<file path="config.mk">
export PLATFORM = sky130hd
export DESIGN_NAME = switch_bank_node_with_address_claim_top
export DESIGN_NICKNAME = d
export VERILOG_FILES = /design/src/hw/rtl/sbnac_pkg.sv /design/src/hw/rtl/sbnac_cfg.sv /design/src/hw/rtl/sbnac_core.sv /design/src/hw/rtl/switch_bank_node_with_address_claim_top.sv
export VERILOG_INCLUDE_DIRS = /design/src /design/src/hw/rtl
export SDC_FILE = /design/constraint.sdc
export NUM_CORES = 1
export LEC_CHECK = 0
export BUFFER_PORTS_ARGS = -buffer_cell sky130_fd_sc_hd__buf_2
export CAP_MARGIN = 10
export CORE_ASPECT_RATIO = 0.6
export CORE_MARGIN = 2
export CORE_UTILIZATION = 50
export CTS_CLUSTER_SIZE = 10
export DETAILED_ROUTE_END_ITERATION = 6
export PLACE_DENSITY = 0.87
export SYNTH_ARGS = -nofsm -noshare
export SYNTH_HDL_FRONTEND = slang
export SYNTH_HIERARCHICAL = 1
export SYNTH_SLANG_ARGS = --single-unit
export TNS_END_PERCENT = 1
</file>
<file path="constraint.sdc">
create_clock -name clk -period 10.6 [get_ports clk]
set_clock_uncertainty 0.2 [all_clocks]
set_input_delay 0.53 -clock clk [delete_from_list [all_inputs] [get_ports clk]]
set_output_delay 0.53 -clock clk [all_outputs]
set_load 0.01 [all_outputs]
</file>
<file path="src/hw/rtl/switch_bank_node_with_address_claim_top_macros.svh">
// ----------------------------------------------------------------------------
// Switch bank node assertion macros
// Shared property wrappers, clocked on clk and disabled while rst_n is low.
// ----------------------------------------------------------------------------
`ifndef SWITCH_BANK_NODE_WITH_ADDRESS_CLAIM_TOP_MACROS_SVH
`define SWITCH_BANK_NODE_WITH_ADDRESS_CLAIM_TOP_MACROS_SVH

// consequent must hold in the same cycle as the antecedent
`define SBNAC_ASSERT_SAME(label, ante, cons, msg) \
  label: assert property (@(posedge clk) disable iff (!rst_n) (ante) |-> (cons)) \
    else $error(msg);

// consequent must hold in the cycle after the antecedent
`define SBNAC_ASSERT_NEXT(label, ante, cons, msg) \
  label: assert property (@(posedge clk) disable iff (!rst_n) (ante) |=> (cons)) \
    else $error(msg);

`endif

</file>
<file path="src/hw/rtl/sbnac_pkg.sv">
// ----------------------------------------------------------------------------
// Switch bank node package
// Transaction types, configuration layout, codes and protocol constants.
// ----------------------------------------------------------------------------
`default_nettype none

package sbnac_pkg;

  // default sizes
  localparam int CHANNELS_DEF  = 8;
  localparam int MAX_RETRY_DEF = 8;

  // action codes of an input transaction
  localparam logic [1:0] ACT_FRAME  = 2'd0;
  localparam logic [1:0] ACT_POLL   = 2'd1;
  localparam logic [1:0] ACT_WINDOW = 2'd2;
  localparam logic [1:0] ACT_TICK   = 2'd3;

  // link codes as reported on link_now
  localparam logic [1:0] LINK_IDLE    = 2'd0;
  localparam logic [1:0] LINK_CLAIMED = 2'd1;
  localparam logic [1:0] LINK_ACTIVE  = 2'd2;
  localparam logic [1:0] LINK_ABORT   = 2'd3;

  // configuration register indexes
  localparam int          CFG_IDX_W           = 3;
  localparam int          CFG_DATA_W          = 21;
  localparam logic [2:0]  CFG_IDENTITY        = 3'd0;
  localparam logic [2:0]  CFG_MANUFACTURER    = 3'd1;
  localparam logic [2:0]  CFG_DEV_FUNCTION    = 3'd2;
  localparam logic [2:0]  CFG_DEV_CLASS       = 3'd3;
  localparam logic [2:0]  CFG_SYS_INSTANCE    = 3'd4;
  localparam logic [2:0]  CFG_INDUSTRY_GROUP  = 3'd5;
  localparam logic [2:0]  CFG_BANK_ID         = 3'd6;
  localparam logic [2:0]  CFG_INITIAL_SENDER  = 3'd7;

  // register reset values
  localparam logic [20:0] IDENTITY_RST        = 21'd114351;
  localparam logic [10:0] MANUFACTURER_RST    = 11'd666;
  localparam logic [7:0]  DEV_FUNCTION_RST    = 8'd130;
  localparam logic [6:0]  DEV_CLASS_RST       = 7'd30;
  localparam logic [3:0]  SYS_INSTANCE_RST    = 4'd0;
  localparam logic [2:0]  INDUSTRY_GROUP_RST  = 3'd4;
  localparam logic [7:0]  BANK_ID_RST         = 8'd128;
  localparam logic [7:0]  INITIAL_SENDER_RST  = 8'd128;

  // protocol constants
  localparam logic [16:0] PGN_SWITCH_CTRL   = 17'd127502;
  localparam logic [16:0] PGN_SWITCH_STATUS = 17'd127501;
  localparam logic [16:0] PGN_CLAIM_BCAST   = 17'h0EEFF;
  localparam logic [16:0] PGN_GROUP_MASK    = 17'h1FE00;
  localparam logic [16:0] PGN_CLAIM_GROUP   = 17'h0EE00;
  localparam logic [16:0] PGN_REQUEST_GROUP = 17'h0EA00;
  localparam logic [23:0] REQ_CLAIM_PGN     = 24'h00EE00;
  localparam logic [7:0]  ADDR_GLOBAL       = 8'hFF;
  localparam logic [2:0]  PRIO_CLAIM        = 3'd6;
  localparam logic [2:0]  PRIO_STATUS       = 3'd3;
  localparam logic [3:0]  RETRY_SAT         = 4'd15;

  // one input transaction
  typedef struct packed {
    logic [1:0]  action;
    logic [28:0] can_id;
    logic [7:0]  rx_byte_0;
    logic [7:0]  rx_byte_1;
    logic [7:0]  rx_byte_2;
    logic [7:0]  rx_byte_3;
    logic [7:0]  rx_byte_4;
    logic [7:0]  rx_byte_5;
    logic [7:0]  rx_byte_6;
    logic [7:0]  rx_byte_7;
  } in_item_t;

  // one result transaction
  typedef struct packed {
    logic        tx_valid;
    logic [28:0] tx_id;
    logic [7:0]  tx_byte_0;
    logic [7:0]  tx_byte_1;
    logic [7:0]  tx_byte_2;
    logic [7:0]  tx_byte_3;
    logic [7:0]  tx_byte_4;
    logic [7:0]  tx_byte_5;
    logic [7:0]  tx_byte_6;
    logic [7:0]  tx_byte_7;
    logic [7:0]  relay_outputs;
    logic [1:0]  link_now;
  } out_item_t;

  // configuration seen by the processing logic
  typedef struct packed {
    logic [20:0] identity_number;
    logic [10:0] manufacturer_code;
    logic [7:0]  device_function;
    logic [6:0]  device_class;
    logic [3:0]  system_instance;
    logic [2:0]  industry_group;
    logic [7:0]  bank_id;
  } cfg_regs_t;

endpackage

`default_nettype wire

</file>
<file path="src/hw/rtl/sbnac_cfg.sv">
// ----------------------------------------------------------------------------
// Switch bank node configuration registers
// Write-only register file, each register truncated to its own width.
// ----------------------------------------------------------------------------
`default_nettype none

module sbnac_cfg
  import sbnac_pkg::*;
(
  input  wire logic                  clk,
  input  wire logic                  rst_n,
  input  wire logic                  cfg_we,
  input  wire logic [CFG_IDX_W-1:0]  cfg_index,
  input  wire logic [CFG_DATA_W-1:0] cfg_wdata,
  output cfg_regs_t                  cfg
);

  cfg_regs_t regs_r;
  cfg_regs_t regs_nxt;

  // decode one register write
  always_comb begin
    regs_nxt = regs_r;
    if (cfg_we) begin
      case (cfg_index)
        CFG_IDENTITY:       regs_nxt.identity_number   = cfg_wdata[20:0];
        CFG_MANUFACTURER:   regs_nxt.manufacturer_code = cfg_wdata[10:0];
        CFG_DEV_FUNCTION:   regs_nxt.device_function   = cfg_wdata[7:0];
        CFG_DEV_CLASS:      regs_nxt.device_class      = cfg_wdata[6:0];
        CFG_SYS_INSTANCE:   regs_nxt.system_instance   = cfg_wdata[3:0];
        CFG_INDUSTRY_GROUP: regs_nxt.industry_group    = cfg_wdata[2:0];
        CFG_BANK_ID:        regs_nxt.bank_id           = cfg_wdata[7:0];
        // start address is only taken at reset, which restores its default
        CFG_INITIAL_SENDER: regs_nxt = regs_r;
        default:            regs_nxt = regs_r;
      endcase
    end
  end

  // register file
  always_ff @(posedge clk) begin
    if (!rst_n) begin
      regs_r.identity_number   <= IDENTITY_RST;
      regs_r.manufacturer_code <= MANUFACTURER_RST;
      regs_r.device_function   <= DEV_FUNCTION_RST;
      regs_r.device_class      <= DEV_CLASS_RST;
      regs_r.system_instance   <= SYS_INSTANCE_RST;
      regs_r.industry_group    <= INDUSTRY_GROUP_RST;
      regs_r.bank_id           <= BANK_ID_RST;
    end else begin
      regs_r <= regs_nxt;
    end
  end

  assign cfg = regs_r;

endmodule

`default_nettype wire

</file>
<file path="src/hw/rtl/sbnac_core.sv">
// ----------------------------------------------------------------------------
// Switch bank node processing core
// Link state, relay state and the combinational decode of one transaction.
// ----------------------------------------------------------------------------
`default_nettype none

module sbnac_core
  import sbnac_pkg::*;
#(
  parameter int CHANNELS  = CHANNELS_DEF,
  parameter int MAX_RETRY = MAX_RETRY_DEF
) (
  input  wire logic      clk,
  input  wire logic      rst_n,
  input  wire logic      fire,
  input  wire in_item_t  item,
  input  wire cfg_regs_t cfg,
  output out_item_t      result
);

  localparam logic [3:0] MaxRetryW = 4'(MAX_RETRY);

  typedef enum logic [3:0] {
    ST_IDLE    = 4'b0001,
    ST_CLAIMED = 4'b0010,
    ST_ACTIVE  = 4'b0100,
    ST_ABORT   = 4'b1000
  } link_state_t;

  typedef enum logic [1:0] {
    TX_NONE,
    TX_CLAIM,
    TX_STATUS
  } tx_kind_t;

  link_state_t st_r, st_nxt;
  logic [3:0]  retry_r, retry_nxt;
  logic [7:0]  sa_r, sa_nxt;
  logic [7:0]  inst_r, inst_nxt;
  logic [7:0]  relay_r, relay_nxt;

  logic [16:0] pgn;
  logic [7:0]  sender;
  logic [63:0] rx_name;
  logic [63:0] own_name;
  logic [63:0] claim_name;
  logic        name_gt;
  logic        name_eq;
  logic [3:0]  retry_inc;
  logic        ctrl_hit;
  logic        conflict_hit;
  logic        request_hit;
  logic [15:0] ctl_word;
  logic [7:0]  relay_upd;
  logic [15:0] status_word;
  logic [63:0] tx_word;
  logic [28:0] tx_id;
  tx_kind_t    kind;
  logic [1:0]  link_code;

  // field decode
  assign pgn      = item.can_id[24:8];
  assign sender   = item.can_id[7:0];
  assign rx_name  = {item.rx_byte_0, item.rx_byte_1, item.rx_byte_2, item.rx_byte_3,
                     item.rx_byte_4, item.rx_byte_5, item.rx_byte_6, item.rx_byte_7};
  assign ctl_word = {item.rx_byte_1, item.rx_byte_2};

  // own name with the current instance number, byte 0 most significant
  assign own_name = {cfg.identity_number[20:13], cfg.identity_number[12:5],
                     cfg.identity_number[4:0], cfg.manufacturer_code[10:8],
                     cfg.manufacturer_code[7:0], inst_r, cfg.device_function,
                     1'b0, cfg.device_class,
                     cfg.system_instance, cfg.industry_group, 1'b1};

  // byte-wise lexicographic order is the order of the packed words
  assign name_gt = rx_name > own_name;
  assign name_eq = rx_name == own_name;

  assign retry_inc = (retry_r == RETRY_SAT) ? RETRY_SAT : retry_r + 4'd1;

  // frame classification
  assign ctrl_hit     = (pgn == PGN_SWITCH_CTRL) && (item.rx_byte_0 == cfg.bank_id);
  assign conflict_hit = ((pgn & PGN_GROUP_MASK) == PGN_CLAIM_GROUP) && (sender == sa_r);
  assign request_hit  = ((pgn & PGN_GROUP_MASK) == PGN_REQUEST_GROUP)
                        && ((pgn[7:0] == sa_r) || (pgn[7:0] == ADDR_GLOBAL))
                        && ({item.rx_byte_0, item.rx_byte_1, item.rx_byte_2}
                            == REQ_CLAIM_PGN);

  // relay commands: 00 release, 01 set, others hold
  always_comb begin
    relay_upd = relay_r;
    for (int i = 0; i < 8; i++) begin
      if (i < CHANNELS) begin
        if (ctl_word[15-2*i -: 2] == 2'b00) begin
          relay_upd[i] = 1'b0;
        end else if (ctl_word[15-2*i -: 2] == 2'b01) begin
          relay_upd[i] = 1'b1;
        end
      end
    end
  end

  // link state machine and relay update
  always_comb begin
    st_nxt    = st_r;
    retry_nxt = retry_r;
    sa_nxt    = sa_r;
    inst_nxt  = inst_r;
    relay_nxt = relay_r;
    kind      = TX_NONE;
    if (st_r != ST_ABORT) begin
      case (item.action)
        ACT_POLL: begin
          if (st_r == ST_IDLE) begin
            if (retry_r > MaxRetryW) begin
              st_nxt = ST_ABORT;
            end else begin
              st_nxt = ST_CLAIMED;
              kind   = TX_CLAIM;
            end
          end
        end
        ACT_WINDOW: begin
          if (st_r == ST_CLAIMED) begin
            st_nxt    = ST_ACTIVE;
            retry_nxt = 4'd0;
          end
        end
        ACT_TICK: begin
          if (st_r == ST_ACTIVE) begin
            kind = TX_STATUS;
          end
        end
        ACT_FRAME: begin
          if (ctrl_hit) begin
            relay_nxt = relay_upd;
            kind      = TX_STATUS;
          end else if (conflict_hit) begin
            if ((st_r == ST_CLAIMED) ||
                ((st_r == ST_ACTIVE) && (!item.rx_byte_7[0] || name_gt))) begin
              // yield and move to a new address
              st_nxt    = ST_IDLE;
              retry_nxt = retry_inc;
              sa_nxt    = sa_r + {4'd0, retry_inc};
            end else if (st_r == ST_ACTIVE) begin
              // reclaim, bumping the instance on an identical name
              if (name_eq) begin
                inst_nxt = inst_r + 8'd1;
              end
              kind = TX_CLAIM;
            end
          end else if (request_hit) begin
            kind = TX_CLAIM;
          end
        end
        default: begin
          st_nxt = st_r;
        end
      endcase
    end
  end

  // claim name carries the instance number after this transaction
  assign claim_name = {own_name[63:32], inst_nxt, own_name[23:0]};

  // status bytes: relay i at bit 6-2*(i%4) of byte 1+i/4
  always_comb begin
    status_word = '0;
    for (int i = 0; i < 8; i++) begin
      if (i < CHANNELS) begin
        status_word[14-2*i] = relay_nxt[i];
      end
    end
  end

  // transmit frame assembly
  always_comb begin
    case (kind)
      TX_CLAIM: begin
        tx_id   = {PRIO_CLAIM, 1'b0, PGN_CLAIM_BCAST, sa_r};
        tx_word = claim_name;
      end
      TX_STATUS: begin
        tx_id   = {PRIO_STATUS, 1'b0, PGN_SWITCH_STATUS, sa_r};
        tx_word = {cfg.bank_id, status_word, 40'd0};
      end
      default: begin
        tx_id   = '0;
        tx_word = '0;
      end
    endcase
  end

  // link code after this transaction
  always_comb begin
    case (st_nxt)
      ST_IDLE:    link_code = LINK_IDLE;
      ST_CLAIMED: link_code = LINK_CLAIMED;
      ST_ACTIVE:  link_code = LINK_ACTIVE;
      ST_ABORT:   link_code = LINK_ABORT;
      default:    link_code = LINK_IDLE;
    endcase
  end

  assign result.tx_valid      = (kind != TX_NONE);
  assign result.tx_id         = tx_id;
  assign result.tx_byte_0     = tx_word[63:56];
  assign result.tx_byte_1     = tx_word[55:48];
  assign result.tx_byte_2     = tx_word[47:40];
  assign result.tx_byte_3     = tx_word[39:32];
  assign result.tx_byte_4     = tx_word[31:24];
  assign result.tx_byte_5     = tx_word[23:16];
  assign result.tx_byte_6     = tx_word[15:8];
  assign result.tx_byte_7     = tx_word[7:0];
  assign result.relay_outputs = relay_nxt;
  assign result.link_now      = link_code;

  // node state, advanced once per transaction
  always_ff @(posedge clk) begin
    if (!rst_n) begin
      st_r    <= ST_IDLE;
      retry_r <= 4'd0;
      sa_r    <= INITIAL_SENDER_RST;
      inst_r  <= 8'd0;
      relay_r <= 8'd0;
    end else if (fire) begin
      st_r    <= st_nxt;
      retry_r <= retry_nxt;
      sa_r    <= sa_nxt;
      inst_r  <= inst_nxt;
      relay_r <= relay_nxt;
    end
  end

endmodule

`default_nettype wire

</file>
<file path="src/hw/rtl/switch_bank_node_with_address_claim_top.sv">
// ----------------------------------------------------------------------------
// Switch bank node with address claim
// Relay bank controller with an address claim link state machine.
//
// Input channel (in_valid / in_stall / in_data): one received CAN frame or
// timing event per transaction. Result channel (out_valid / out_stall /
// out_data): exactly one result per input transaction, in order, holding
// the frame to send (tx_valid) plus relay and link status.
// Configuration: cfg_we writes cfg_wdata into register cfg_index; write
// it only while no transaction is in flight.
// From acceptance to result a transaction passes an input register, then
// one pass of decode, name compare and frame assembly into the result
// register. Throughput is one transaction per cycle, set by that one pass,
// while the result is not stalled. A stalled result holds; one more
// transaction may wait in the input register, after which in_stall rises.
// Reset clears both valid flags, idles the link with no retries, releases
// all relays and loads the default source address and configuration.
// ----------------------------------------------------------------------------
`default_nettype none

module switch_bank_node_with_address_claim_top
  import sbnac_pkg::*;
#(
  parameter int CHANNELS  = CHANNELS_DEF,
  parameter int MAX_RETRY = MAX_RETRY_DEF
) (
  input  wire logic                  clk,
  input  wire logic                  rst_n,
  input  wire logic                  in_valid,
  output logic                       in_stall,
  input  wire in_item_t              in_data,
  output logic                       out_valid,
  input  wire logic                  out_stall,
  output out_item_t                  out_data,
  input  wire logic                  cfg_we,
  input  wire logic [CFG_IDX_W-1:0]  cfg_index,
  input  wire logic [CFG_DATA_W-1:0] cfg_wdata
);

`include "switch_bank_node_with_address_claim_top_macros.svh"

  cfg_regs_t cfg;
  in_item_t  in_data_r;
  logic      in_valid_r, in_valid_nxt;
  out_item_t out_data_r;
  logic      out_valid_r, out_valid_nxt;
  out_item_t result;
  logic      out_free;
  logic      fire;
  logic      in_take;
  logic      out_abort;
  logic      out_silent;

  // configuration registers
  sbnac_cfg u_cfg (
    .clk       (clk),
    .rst_n     (rst_n),
    .cfg_we    (cfg_we),
    .cfg_index (cfg_index),
    .cfg_wdata (cfg_wdata),
    .cfg       (cfg)
  );

  // processing core
  sbnac_core #(
    .CHANNELS  (CHANNELS),
    .MAX_RETRY (MAX_RETRY)
  ) u_core (
    .clk    (clk),
    .rst_n  (rst_n),
    .fire   (fire),
    .item   (in_data_r),
    .cfg    (cfg),
    .result (result)
  );

  // handshake control
  assign out_free      = !out_valid_r || !out_stall;
  assign fire          = in_valid_r && out_free;
  assign in_stall      = in_valid_r && !out_free;
  assign in_take       = in_valid && !in_stall;
  assign in_valid_nxt  = in_stall ? in_valid_r : in_valid;
  assign out_valid_nxt = fire || (out_valid_r && out_stall);

  // control registers
  always_ff @(posedge clk) begin
    if (!rst_n) begin
      in_valid_r  <= 1'b0;
      out_valid_r <= 1'b0;
    end else begin
      in_valid_r  <= in_valid_nxt;
      out_valid_r <= out_valid_nxt;
    end
  end

  // payload registers
  always_ff @(posedge clk) begin
    if (in_take) begin
      in_data_r <= in_data;
    end
    if (fire) begin
      out_data_r <= result;
    end
  end

  assign out_valid = out_valid_r;
  assign out_data  = out_data_r;

  // result flags watched by the checks
  assign out_abort  = out_valid_r && (out_data_r.link_now == LINK_ABORT);
  assign out_silent = out_valid_r && !out_data_r.tx_valid;

  // checks
  `SBNAC_ASSERT_NEXT(a_abort_sticky, out_abort, !out_valid_r || out_abort, "abort left early")
  `SBNAC_ASSERT_SAME(a_abort_silent, out_abort, !out_data_r.tx_valid, "frame sent in abort")
  `SBNAC_ASSERT_SAME(a_idle_frame_zero, out_silent, out_data_r.tx_id == '0, "idle id not zero")
  `SBNAC_ASSERT_SAME(a_stall_needs_item, in_stall, in_valid_r && out_valid_r, "stall, none held")

endmodule

`default_nettype wire
</file>
==> results of run 1 <==
[registers in the layout (all words and copies together), names as in the netlist]
register	count
in_data_r	91
in_valid_r	1
out_data	104
out_valid	1
u_cfg/cfg	62
u_core/inst_r	8
u_core/relay_r	8
u_core/retry_r	4
u_core/sa_r	8
u_core/st_r	4
[routing by layer]
metal / part of all wire / GRT usage
met1: 0.44 / 0.352
met5: 0.0010 / 0
met2: 0.44 / 0.407
met3: 0.090 / 0.0646
met4: 0.027 / 0.0903
[how the worst min path moves through the flow]
stage / to / cells past startpoint / slack [ns] / start
after floorplan: u_cfg/cfg[38]$_SDFFE_PN0P_ / 2 / 0.23 / u_cfg/cfg[38]$_SDFFE_PN0P_
after global placement: u_cfg/cfg[55]$_SDFFE_PN0P_ / 2 / 0.25 / u_cfg/cfg[55]$_SDFFE_PN0P_
after detailed placement: u_cfg/cfg[58]$_SDFFE_PN0P_ / 2 / 0.25 / u_cfg/cfg[58]$_SDFFE_PN0P_
after CTS: in_valid_r$_SDFFE_PN0N_ / 2 / 0.02 / in_valid
after global routing: in_valid_r$_SDFFE_PN0N_ / 2 / 0.02 / in_valid
final: in_valid_r$_SDFFE_PN0N_ / 2 / 0.03 / in_valid
[where the power goes]
| group | switching (mW) | internal [mW] |
|---|---|---|
| Clock | 0.460 | 0.644 |
| Sequential | 0.0284 | 1.27 |
| Combinational | 0.118 | 0.0927 |
| Total | 0.606 | 2.00 |
[metrics by stage]
| stage | setup slack, ns | instances |
|---|---|---|
| global route | 5.20 | 1818 |
| CTS | 5.45 | 1814 |
| global placement | 5.61 | 1659 |
| finish | 5.41 | 1820 |
| floorplan | 0.523 | 1123 |
| detailed placement | 5.44 | 1659 |
[area by class of cell]
class	count	area, µm²
repair buffers	323	2090
fillers	2080	9630
multi-input cells	694	4940
clock buffers	61	1000
diodes	6	15.0
clock inverters	3	31.3
inverters	82	308
flip-flops and latches	291	7780
well taps	360	450
[what timing repair did]
| action | 4_1_cts | 5_1_grt |
|---|---|---|
| hold buffers | 91 | 0 |
| hold endpoints to repair | 91 | 0 |
| gates resized for setup | 0 | 0 |
[worst max-delay path: cells and delay by family, from the launching register on]
kind | cells | cell delay, ns
compound gates | 6 | 2.04
simple gates | 4 | 1.35
fa+ha+maj | 2 | 0.97
flops | 1 | 0.35
buf+inv | 1 | 0.05
[placed cells by master (no fill, tap or decap), types with 41 or more instances in the layout]
cell type,instances
mux2i_1,84
ha_1,72
dfxtp_1,96
inv_1,82
buf_2,224
nor2_1,47
nor2b_1,41
nand2_1,111
and2_1,51
dlygate4sd3_1,91
edfxtp_1,195
==> out/results.ini, run 1 <==
[outcome]
status=finished clean

[timing]
tightestPinTransition_ns=1.14
finalHoldViolCount=0
fin_crit_sh=0.489
fmax_ghz=0.193
tns_ns=0
rsz0062_at_grt=false
fin_crit_ns=5.19
finalHoldWorstSlack_ns=0.0281
maxSlewHeadroom=0.228
setup_viol=0
slew_violations=0

[clock_tree]
postCtsSetupBuffers=0
cts.path.max_buffers=3
clk_latency_ns=0.53
clkTransAtPathRegs_ns=0.06
cts_root_buffer=clkbuf_16
cts_tree=done
cts_num_sinks=291
numCtsBuffers=35
cts_max_level=2

[drt]
wl_per_cell_um=20.0
drt_wl_total_um=36400
vias_per_cell=5.43
drtPass1Iterations=7
drtIter0Drc=951
drc_errors=0
antenna_left=0
vias=9874

[setup_path]
r2r_slack_ns=5.41
cp_max_fo=41
crit_start=u_cfg/cfg[10]$_SDFFE_PN1P_
crit_type=reg -> reg
slowest_stage=nand2_1
crit_chain=inv_1 -> ha_1 -> and4_1 -> a211o_1 -> a221oi_1 -> o21ai_0 -> a31oi_1 -> nand2_1 -> a31oi_1 -> or2_2 -> ha_2 -> nand2_1 -> o21ai_0
max_stage_delay_ns=0.81
cp-start-kind=flop
endpoint=out_data[70]$_DFFE_PP_
reg2regPathDepth=13
r2r-end=out_data[70]$_DFFE_PP_
arrival_ns=5.30
crit_path_end_kind=flop
timing.rr.start=u_cfg/cfg[10]$_SDFFE_PN1P_
worst-endpoint-required_ns=10.72

[placement]
dpl_cell_area_um2=14700
place_congestion=0.901
dp_hpwl_um=24600
io_buffers=225

[run]
maxCapViolCount=0

[floorplan]
io-pin-count=230
fp-row-count=46
start_util=0.506
die_w_um=214
die_h_um=130
coreArea_um2=26200
dieArea_um2=27900

[pwr]
p_leak_nw=6.88
peakVddDrop_mv=0.121
power_density_nw_per_um2=157
power_mw=2.61

[synth]
syn_area_um2=13300
yosysWarnings=6
avgSynthCellArea_um2=11.9
syn_inst=1121

[layout]
utilization=0.633
drive_gt1_frac=0.200
finalInstanceArea_um2=16600
area.growth.synth_to_final_pct=25.0
nNetsFinal=1625

[global_route]
grt_overflow=0
grtUsageTotal=0.258
antenna_found_initial=8
grt_pass1_vias=9845
grt_first_pass_wirelength_um=54700
grt_max_degree=91

[hold_path]
hold_class=in -> reg

Power figures use the tool's default switching activity.
==> inputs of run 2 (changes only) <==
==> constraint.sdc (replaced) <==
create_clock -name clk -period 4.5 [get_ports clk]
set_clock_uncertainty 0.2 [all_clocks]
set_input_delay 0.225 -clock clk [delete_from_list [all_inputs] [get_ports clk]]
set_output_delay 0.225 -clock clk [all_outputs]
set_load 0.01 [all_outputs]
==> out/results.ini, run 2 (synthesis gave the netlist of run 1 again) <==
[timing]
finalHoldWorstSlack_ns=-0.00163
fin_crit_ns=4.14
fin_crit_sh=0.920
rsz0062_at_grt=false
fmax_ghz=0.242
finalHoldViolCount=2
slew_violations=0
setup_viol=0
maxSlewHeadroom=0.284
tightestPinTransition_ns=1.06
setup_ws_ns=0.362
tns_ns=0

[clock_tree]
clk_latency_ns=0.52
clkTransAtPathRegs_ns=0.06
cts.path.max_buffers=3
cts_tree=done
cts_max_level=2
cts_root_buffer=clkbuf_16
numCtsBuffers=35
cts_num_sinks=291

[placement]
io_buffers=225
dp_slack_ns=0.397
place_congestion=0.904
dp_hpwl_um=24200

[global_route]
antenna_found_initial=5
grtUsageTotal=0.256
grt_pass1_vias=9668
grt_overflow=0
grt_first_pass_wirelength_um=54300
grt_max_degree=133

[setup_path]
crit_start=u_cfg/cfg[10]$_SDFFE_PN1P_
cp-start-kind=flop
arrival_ns=4.29
critPathTopFamily=compound AO/OA/AOI/OAI gates
timing.rr.start=u_cfg/cfg[10]$_SDFFE_PN1P_
crit_type=reg -> reg
r2r_slack_ns=0.36
crit_chain=inv_1 -> ha_1 -> and4_1 -> a211o_1 -> a221oi_1 -> o21ai_0 -> a31oi_2 -> nand2_1 -> a31oi_1 -> nor2_1 -> ha_1 -> and2_1 -> nand2_1 -> o21ai_0
max_stage_delay_ns=0.54
slowest_stage=ha_1
critPathBufInv=1
worst-endpoint-required_ns=4.66
crit_path_end_kind=flop
cp_max_fo=12

[layout]
nNetsFinal=1653
largest_reg_flops=104
layout_common_cells=buf_2 (224), edfxtp_1 (195), dlygate4sd3_1 (116)
area.growth.synth_to_final_pct=27.2
layout.cells.most_common=buf_2
drive_gt1_frac=0.197

[pwr]
clkPwrFrac=0.420
power_density_nw_per_um2=364
comb_power_share=0.085
seqPwrFrac=0.495
switching_share=0.228
peakVddDrop_mv=0.300
p_int_mw=4.75
power_switching_mw=1.40
p_leak_nw=7.00

[drt]
antenna_left=0
vias=9964
dr.max_layer_used=met5
met3WireLength_um=3120
dr_wl_met2_um=15500
drc_errors=0
vias_per_cell=5.40
drtPass1Iterations=5
wl_per_cell_um=19.4
m1WireLength_um=16100
drtIter0Drc=797
drt_wl_total_um=35700

[floorplan]
die_w_um=214
start_util=0.506
io-pin-count=230
die_h_um=130
dieArea_um2=27900
coreArea_um2=26200
fp-row-count=46

[outcome]
status=finished with violations
violations=hold timing

[hold_path]
worstHoldStart=cfg_wdata[6]
hold_class=in -> reg

[run]
maxCapViolCount=0

==> run 2: cell types whose count changed in the layout (fill, tap and decap cells not counted), sizes merged <==
cell	delta
diode	-3
clkbuf	+1
clkinv	-1
dlygate4sd3	+25
inv	-1
buf	+3
==> run 2: what timing repair did <==
action / CTS / global route
endpoints found under the setup margin: 0 / 1
setup buffers: 0 / 0
resized for setup: 0 / 1
hold buffers: 116 / 0
hold endpoints to repair: 145 / 0
==> run 2: path summary, 6_finish.rpt <==
path,end,cells past startpoint
min reg2reg,u_cfg/cfg[61]$_SDFFE_PN0P_,2
max reg2reg,out_data[69]$_DFFE_PP_,14
min,u_cfg/cfg[47]$_SDFFE_PN0P_,3
max,out_data[69]$_DFFE_PP_,14
==> run 2: worst reg2reg max path, cell delays in order, from the launching register on <==
cell and delay, ns:
dfxtp_1 0.35, inv_1 0.05, ha_1 0.30, and4_1 0.25, a211o_1 0.30, a221oi_1 0.30, o21ai_0 0.23, a31oi_2 0.31
nand2_1 0.09, a31oi_1 0.30, nor2_1 0.11, ha_1 0.54, and2_1 0.44, nand2_1 0.13, o21ai_0 0.10
==> run 2: metal layers <==
metal  vias up  global-route usage
li1       4660                   -
met1      4726               0.358
met2       488               0.394
met3        86              0.0608
met4         4              0.0919
met5         -                   0
==> run 2: area by class of cell <==
class | instances | area (µm²)
inverter | 82 | 308
multi-input combinational | 694 | 4940
clock buffer | 62 | 1020
timing repair buffer | 351 | 2390
tap | 360 | 450
antenna | 3 | 7.51
fill | 2005 | 9340
sequential | 291 | 7780
clock inverter | 1 | 8.76
==> run 2: power groups by stage <==
| stage | registers (mW) | clock network [mW] | logic [mW] |
|---|---|---|---|
| detailed placement | 3.10 | 0 | 0.427 |
| finish | 3.05 | 2.58 | 0.520 |
| global placement | 3.09 | 0 | 0.410 |
| global route | 3.05 | 2.75 | 0.563 |
| CTS | 3.04 | 2.63 | 0.510 |
| floorplan | 3.11 | 0 | 0.230 |
==> run 2: per-stage QoR <==
step	utilization	power, mW	instance area, µm²	hold WS, ns	instances
after floorplan	-	3.34	13300	0.124	1123
after global placement	0.560	3.51	14700	0.202	1662
after detailed placement	0.560	3.52	14700	0.203	1662
after CTS	0.643	6.18	16900	0.00232	1841
after global routing	0.644	6.37	16900	0.0171	1842
final	0.644	6.15	16900	-0.00163	1844
==> inputs of run 3 (changes only) <==
--- a/config.mk
+++ b/config.mk
@@ -8,7 +8,7 @@
 export LEC_CHECK = 0
 export BUFFER_PORTS_ARGS = -buffer_cell sky130_fd_sc_hd__buf_2
 export CAP_MARGIN = 10
-export CORE_ASPECT_RATIO = 0.6
+export CORE_ASPECT_RATIO = 1.1
 export CORE_MARGIN = 2
 export CORE_UTILIZATION = 50
 export CTS_CLUSTER_SIZE = 10
==> out/results.ini, run 3 (synthesis gave the netlist of run 1 again) <==
[timing]
fmax_ghz=0.241
tns_ns=0
rsz0062_at_grt=false
setup_viol=0
maxSlewHeadroom=0.225
slew_violations=0
tightestPinTransition_ns=1.15
fin_crit_sh=0.922
finalHoldViolCount=0
fin_crit_ns=4.15

[setup_path]
cp-start-kind=flop
worst-endpoint-required_ns=4.63
crit_type=reg -> reg
slowest_stage=ha_1
cp_max_fo=12
max_stage_delay_ns=0.50
reg2regPathDepth=14
crit_path_end_kind=flop
crit_chain=inv_1 -> ha_1 -> and4_1 -> a211o_1 -> a221oi_1 -> o21ai_0 -> a31oi_1 -> nand2_1 -> a31oi_1 -> nor2_1 -> ha_1 -> and2_1 -> nand2_1 -> o21ai_0
arrival_ns=4.28

[pwr]
power_density_nw_per_um2=364
p_int_mw=4.75
clkPwrFrac=0.422
power_mw=6.16
p_leak_nw=7.04
peakVddDrop_mv=0.358
switching_share=0.230
power_switching_mw=1.42
comb_power_share=0.084
seqPwrFrac=0.494

[drt]
vias_per_cell=5.39
drc_errors=0
drtIter0Drc=826
vias=9923
drtPass1Iterations=6
antenna_left=0
drt_wl_total_um=34400
wl_per_cell_um=18.7

[clock_tree]
cts_num_sinks=291
clk_latency_ns=0.53
cts_max_level=2
cts_resized=0
cts.path.max_buffers=3
clkTransAtPathRegs_ns=0.06
numCtsBuffers=36
cts_tree=done
cts_root_buffer=clkbuf_16

[layout]
largest_reg_flops=104
layout_common_cells=buf_2 (224), edfxtp_1 (195), dlygate4sd3_1 (119)
area.growth.synth_to_final_pct=27.4
nNetsFinal=1658
final_cells=1842
layout.cells.most_common=buf_2
drive_gt1_frac=0.200

[global_route]
grt_pass1_vias=10100
grtUsageTotal=0.245
grt_first_pass_wirelength_um=53100
grt_max_degree=95
antenna_found_initial=2
grt_overflow=0

[floorplan]
die_h_um=175
io-pin-count=230
fp-row-count=62
dieArea_um2=27900
start_util=0.508
coreArea_um2=26100
die_w_um=159

[hold_path]
min_path_cells=3
hold_class=in -> reg

[outcome]
status=finished clean

[placement]
dp_hpwl_um=22700
io_buffers=225
place_congestion=0.900
place_inst=1655

[run]
maxCapViolCount=0

-- run 3: changes by cell type in the layout (fill, tap and decap cells not counted), sizes merged --
cell,change
clkbuf,-3
dlygate4sd3,+3
diode,-1
inv,+1
buf,+1
clkinv,+5
-- run 3: final timing paths --
| path | to | slack [ns] | start |
|---|---|---|---|
| worst min-delay path | u_cfg/cfg[39]$_SDFFE_PN1P_ | 0.03 | cfg_index[1] |
| worst max-delay path | out_data[71]$_DFFE_PP_ | 0.35 | u_cfg/cfg[8]$_SDFFE_PN0P_ |
| worst max register to register | out_data[71]$_DFFE_PP_ | 0.35 | u_cfg/cfg[8]$_SDFFE_PN0P_ |
| worst min register to register | u_cfg/cfg[55]$_SDFFE_PN0P_ | 0.26 | u_cfg/cfg[55]$_SDFFE_PN0P_ |
-- run 3: per-layer routing --
| layer | global-route usage | wire length [µm] |
|---|---|---|
| met2 | 0.418 | 16900 |
| met4 | 0.133 | 1810 |
| met3 | 0.0413 | 2370 |
| met1 | 0.298 | 13300 |
| met5 | 0 | 0 |
-- run 3: per-stage QoR --
| step | hold WS, ns | instance area [µm²] | worst slack [ns] | util |
|---|---|---|---|---|
| global route | 0.0242 | 16900 | 0.0134 | 0.648 |
| floorplan | 0.124 | 13300 | 0.889 | - |
| global placement | 0.203 | 14700 | 0.569 | 0.561 |
| CTS | 0.00109 | 16900 | 0.477 | 0.647 |
| detailed placement | 0.203 | 14700 | 0.480 | 0.561 |
| finish | 0.0326 | 16900 | 0.352 | 0.648 |
-- run 3: timing repair --
| item | 4_1_cts | 5_1_grt |
|---|---|---|
| hold buffers | 119 | 0 |
| endpoints found under the hold margin | 149 | 0 |
| buffers inserted | 0 | 0 |
-- run 3: final cells by class --
type,count,area [µm²]
fillers,1928,9210
flip-flops and latches,291,7780
multi-input cells,694,4930
repair buffers,355,2400
clock buffers,59,997
well taps,352,440
inverters,82,308
clock inverters,7,65.1
diodes,2,5.00
-- run 3: power by group through the flow --
stage,logic [mW],clock network (mW),registers (mW)
finish,0.516,2.60,3.04
detailed placement,0.421,0,3.09
floorplan,0.230,0,3.11
global placement,0.406,0,3.09
global route,0.557,2.76,3.05
CTS,0.506,2.63,3.04
-- run 3: critical path, delay by kind of cell (launching register included) --
family / cells / cell delay, ns
AO/OA/AOI/OAI: 6 / 1.56
AND/OR/NAND/NOR: 5 / 0.97
adder cells (fa/ha/maj): 2 / 0.80
flip-flops: 1 / 0.36
buffers and inverters: 1 / 0.08
